**src/rtl/core/qrsd_pkg.sv**
```systemverilog
// Shared types and constants for the QRS peak and heart rate detector.
// Used by the controller, the datapath, the divider and the top level.
package qrsd_pkg;

    // Configuration register indexes
    localparam logic REG_SAMPLE_RATE = 1'b0;
    localparam logic REG_REFRACTORY  = 1'b1;

    // Reset values of the configuration registers
    localparam logic [11:0] SAMPLE_RATE_RESET = 12'd200;
    localparam logic [15:0] REFRACTORY_RESET  = 16'd40;

    // Filter and window geometry
    localparam int LP_TAPS    = 12;
    localparam int HP_TAPS    = 32;
    localparam int DV_TAPS    = 4;
    localparam int WIN_SHIFT  = 5;
    localparam int WIN_LEN    = 1 << WIN_SHIFT;
    localparam int RR_DEPTH   = 8;
    localparam int RR_CNT_W   = 4;
    localparam int RR_SUM_W   = 20;

    // Datapath widths
    localparam int X_W    = 24;
    localparam int ACC_W  = 40;
    localparam int LP_W   = 26;
    localparam int HP_W   = 28;
    localparam int D_W    = 24;
    localparam int SQ_W   = 40;
    localparam int LVL_W  = 48;

    // Division by 36: a shift by two, then a multiply by ceil(2^31 / 9).
    // The quarter magnitude stays below 2^27, where the product is exact.
    localparam int             LP_RECIP_W     = 28;
    localparam logic [27:0]    LP_RECIP       = 28'd238609295;

    // Heart rate divider widths
    localparam int DVD_W  = 27;
    localparam int DVS_W  = 21;

    localparam logic [12:0] HR_MAX = 13'd4800;

    // Commands from the controller to the datapath
    typedef struct packed {
        logic load_in;
        logic lp_step;
        logic lp_mul;
        logic lp_capture;
        logic hp_step;
        logic dv_step;
        logic sq_step;
        logic win_step;
        logic det_step;
        logic thr_step;
        logic rr_step;
        logic num_step;
        logic hr_div_start;
        logic hr_capture;
        logic out_load;
    } qrsd_cmd_t;

    // Status from the datapath to the controller
    typedef struct packed {
        logic div_done;
        logic rr_needed;
        logic out_full;
    } qrsd_status_t;

endpackage

```
**src/rtl/core/qrsd_ctrl.sv**
```systemverilog
// Controller of the QRS detector: steps one sample through the datapath.
// Depends on qrsd_pkg for the command and status types.
module qrsd_ctrl
    import qrsd_pkg::*;
(
    input  logic         clk,
    input  logic         rst_n,
    input  logic         in_fire,
    input  qrsd_status_t status,
    output qrsd_cmd_t    cmd,
    output logic         idle
);

    typedef enum logic [14:0] {
        ST_IDLE    = 15'b000000000000001,
        ST_LP      = 15'b000000000000010,
        ST_LP_MUL  = 15'b000000000000100,
        ST_LP_OUT  = 15'b000000000001000,
        ST_HP      = 15'b000000000010000,
        ST_DV      = 15'b000000000100000,
        ST_SQ      = 15'b000000001000000,
        ST_WIN     = 15'b000000010000000,
        ST_DET     = 15'b000000100000000,
        ST_THR     = 15'b000001000000000,
        ST_RR      = 15'b000010000000000,
        ST_NUM     = 15'b000100000000000,
        ST_HR_DIV  = 15'b001000000000000,
        ST_HR_WAIT = 15'b010000000000000,
        ST_OUT     = 15'b100000000000000
    } state_t;

    state_t state_reg, state_next;

    // Next state
    always_comb
    begin
        state_next = state_reg;
        unique case (state_reg)
            ST_IDLE:    if (in_fire) state_next = ST_LP;
            ST_LP:      state_next = ST_LP_MUL;
            ST_LP_MUL:  state_next = ST_LP_OUT;
            ST_LP_OUT:  state_next = ST_HP;
            ST_HP:      state_next = ST_DV;
            ST_DV:      state_next = ST_SQ;
            ST_SQ:      state_next = ST_WIN;
            ST_WIN:     state_next = ST_DET;
            ST_DET:     state_next = ST_THR;
            ST_THR:     state_next = status.rr_needed ? ST_RR : ST_OUT;
            ST_RR:      state_next = ST_NUM;
            ST_NUM:     state_next = ST_HR_DIV;
            ST_HR_DIV:  state_next = ST_HR_WAIT;
            ST_HR_WAIT: if (status.div_done) state_next = ST_OUT;
            ST_OUT:     if (!status.out_full) state_next = ST_IDLE;
            default:    state_next = ST_IDLE;
        endcase
    end

    always_ff @(posedge clk or negedge rst_n)
    begin
        if (!rst_n)
        begin
            state_reg <= ST_IDLE;
        end
        else
        begin
            state_reg <= state_next;
        end
    end

    // Commands decoded from the state
    always_comb
    begin
        cmd              = '0;
        cmd.load_in      = (state_reg == ST_IDLE) && in_fire;
        cmd.lp_step      = (state_reg == ST_LP);
        cmd.lp_mul       = (state_reg == ST_LP_MUL);
        cmd.lp_capture   = (state_reg == ST_LP_OUT);
        cmd.hp_step      = (state_reg == ST_HP);
        cmd.dv_step      = (state_reg == ST_DV);
        cmd.sq_step      = (state_reg == ST_SQ);
        cmd.win_step     = (state_reg == ST_WIN);
        cmd.det_step     = (state_reg == ST_DET);
        cmd.thr_step     = (state_reg == ST_THR);
        cmd.rr_step      = (state_reg == ST_RR);
        cmd.num_step     = (state_reg == ST_NUM);
        cmd.hr_div_start = (state_reg == ST_HR_DIV);
        cmd.hr_capture   = (state_reg == ST_HR_WAIT) && status.div_done;
        cmd.out_load     = (state_reg == ST_OUT) && !status.out_full;
    end

    assign idle = (state_reg == ST_IDLE);

endmodule

```
**config.mk**
```make
export PLATFORM = sky130hd
export DESIGN_NAME = qrsd_ctrl
export DESIGN_NICKNAME = d
export VERILOG_FILES = /design/src/rtl/core/qrsd_pkg.sv /design/src/rtl/core/qrsd_ctrl.sv
export SDC_FILE = /design/constraint.sdc
export NUM_CORES = 1
export LEC_CHECK = 0
export BUFFER_PORTS_ARGS = -buffer_cell sky130_fd_sc_hd__buf_2
export CAP_MARGIN = 30
export CORE_MARGIN = 5
export CORE_UTILIZATION = 25
export DETAILED_ROUTE_END_ITERATION = 6
export GPL_TIMING_DRIVEN = 0
export SYNTH_ARGS = -nofsm -noshare
export SYNTH_HDL_FRONTEND = slang
export SYNTH_SLANG_ARGS = --single-unit
```
**constraint.sdc**
```tcl
create_clock -name clk -period 3.9 [get_ports clk]
set_clock_uncertainty 0.2 [all_clocks]
set_input_delay 0 -clock clk [delete_from_list [all_inputs] [get_ports clk]]
set_output_delay 0 -clock clk [all_outputs]
set_load 0.02 [all_outputs]
```
==> run metrics <==
status=complete, no violations; startpoint types=flip-flop; Tightest Pin Transition=0.649 ns; Final Cycle Share=72.1%; drt first pass iters=2; gr ovfl total=0; sw power=231 uW; clk buf depth=2; top_reg_cell synth=dfrtp_1; max-slew violation count=0; CP cell instances=or4_1 > buf_2 > nor4_2 > and4_1 > or2b_1 > nand3b_1 > dlygate4sd3_1; drt total wl=2270 um; largest net degree at the start of global routing=15; Post-DP HPWL=1690 um; synthesized area per cell=9.52 um^2; EDFF count, synth=0; design area=1230 um^2; Distinct cells, synth=38; Hold Crit Class=input port to async pin; Area Overhead vs Synth=29.6%; routed vias=between 800 and 900; CP max-delay cell=dlygate4sd3_1; port bufs=21; DR iter-0 viols=44; Worst-Skew Late Latency=~0.25 ns; initial antenna violation count=0; clk root buf=clkbuf_8; Routed WL per cell=12.6 um; maximum VDD drop=between 100 and 150 uV; Core ar.=3690 um^2; Worst EP arrival=roughly 2.8 ns; IO Pins=22; mapped cell area=952 um^2; Async SR Flop Fraction=100%; Final Hold Viols=0; Setup Buffers After CTS=0; Synth area leaders=dfrtp_1 (37%), nor3b_1 (6.3%), and3_1 (3.9%), nor2_1 (3.9%), and4b_1 (3.2%); Comb pwr share=42.8%; die area=a little over 5000 um^2; P_leak=0.585 nW; max reg flops=15; kind of critical path=flip-flop to flip-flop; Syn. warnings=0; sw frac=39.9%; Routed Antenna Nets=0; count leader, synth=dfrtp_1; Int Power=between 300 and 400 uW; Num Clock Sinks=15; Syn Nets=106; cell taking the most area after synthesis=dfrtp_1; Max Clk Rate=around 360 MHz; fillcell total=386; Seq pwr share=34.9%; vias in the first global route=822; Antenna Cells=0; # DRC=0; register area share after synthesis=39.6%; Initial Util=25.8%; layout cells sized above 1=27.3%; Min Clock Period, post-route=2.81 ns; setup_tns=0 ns; setup slack at placement=1.62 ns; Max-slew headroom=56.6%; site row count=22; placed cell areas=around 1100 um^2; top cells by count, synth=dfrtp_1 (14), nor2_1 (10), nor3b_1 (8); Total Routing Usage GR=9.55%; CP Capture Type=flip-flop; post-CTS resize count=0; Final Worst Setup Slack=1.09 ns; Synth top area share=a little under two fifths; WP data required=3.89 ns; #FFs+latches synth=15; P per Cell Area=between 400 and 500 nW/um^2; max_cap viols=0; # setup viols final=0; routability congestion estimate=around 0.85; unrepaired setup endpoints after global routing=false; clock group share of total power=22.3%; total CTS buffers=3; Post-layout nets=between 100 and 150; max incr delay on CP=about 0.54 ns; first-pass GRT wire length=3900 um; DR vias/cell=4.79; worst-path fanout max=8; die span in x=71.7 um; Die Span Y=71.7 um; TritonCTS clock tree=done; CTS HTree Levels=1; CTS clk-pin slew, worst paths=~0.06 ns; Cells after Synth=100
-- repair_timing --
action / 4_1_cts / 5_1_grt
setup endpoints to repair: 0 / 0
hold buffers: 7 / 0
endpoints found under the hold margin: 20 / 0
-- per-layer routing --
metal / GRT usage, % / share of wire [%]
met3: 2.66 / 5.3
met1: 12.3 / 46
met2: 14.1 / 46
met4: 5.64 / 2.7
met5: 0 / 0
-- through the flow --
stage,total power [mW],hold WS (ns),instances,util [%]
2_1_floorplan,0.383,-0.496,100,-
3_3_place_gp,0.440,-0.278,169,30.3
3_5_place_dp,0.445,-0.273,169,30.3
4_1_cts,0.582,0.0165,180,33.4
5_1_grt,0.619,0.0283,180,33.4
6_report,0.577,0.0227,180,33.4
-- kinds of logic (layout without fill, tap and decap cells) --
logic type             after synthesis  in the layout  share of synthesized area, %
AO/OA/AOI/OAI                       11             11                          8.02
buffers and inverters                7             39                          4.07
XOR/XNOR                             2              2                          1.84
flip-flops                          15             15                          39.6
multiplexers                         1              1                          1.05
AND/OR/NAND/NOR                     64             64                          45.5
-- layout by cell type, fill, tap and decap left out, types with 4 or more instances in the layout --
master          n
buf_2          22
dfrtp_1        14
nor2_1         10
nor3b_1         8
dlygate4sd3_1   7
and3_1          6
nor3_1          5
nand2_1         5
and2_1          4
o21ai_0         4
-- critical path, delay by kind of cell (launching register included) --
kind                   cells  cell delay, ns
buffers and inverters      2            0.73
AND/OR/NAND/NOR            5            1.36
flip-flops                 1            0.46
-- power by group through the flow --
stage,sequential (mW),combinational (mW),clock (mW)
2_1_floorplan,0.195,0.188,0
6_report,0.201,0.247,0.129
3_5_place_dp,0.203,0.242,0
3_3_place_gp,0.201,0.238,0
5_1_grt,0.207,0.272,0.140
4_1_cts,0.200,0.248,0.134
-- worst paths after layout --
| kind | start | to | slack (ns) | depth (start not counted) |
|---|---|---|---|---|
| setup / recovery | state_reg[1] | state_reg[14] | 1.09 | 7 |
| hold / removal | rst_n | state_reg[0] | 0.02 | 2 |
| setup reg to reg | state_reg[1] | state_reg[14] | 1.09 | 7 |
| hold reg to reg | state_reg[9] | state_reg[9] | 0.33 | 1 |
| max in group asynchronous | rst_n | state_reg[14] | 2.42 | 3 |
| min in group clk | in_fire | state_reg[0] | 0.27 | 3 |
-- layout make-up --
| cell class | count | area [um^2] | share of cell area [%] |
|---|---|---|---|
| clock buffers | 3 | 41.3 | 3.35 |
| flip-flops and latches | 15 | 377 | 30.5 |
| plain buffers | 4 | 27.5 | 2.23 |
| repair buffers | 28 | 175 | 14.2 |
| clock inverters | 1 | 5.00 | 0.406 |
| well taps | 48 | 60.1 | 4.87 |
| multi-input cells | 78 | 537 | 43.5 |
| inverters | 3 | 11.3 | 0.913 |
No activity file was read; power rests on OpenSTA's default activity.
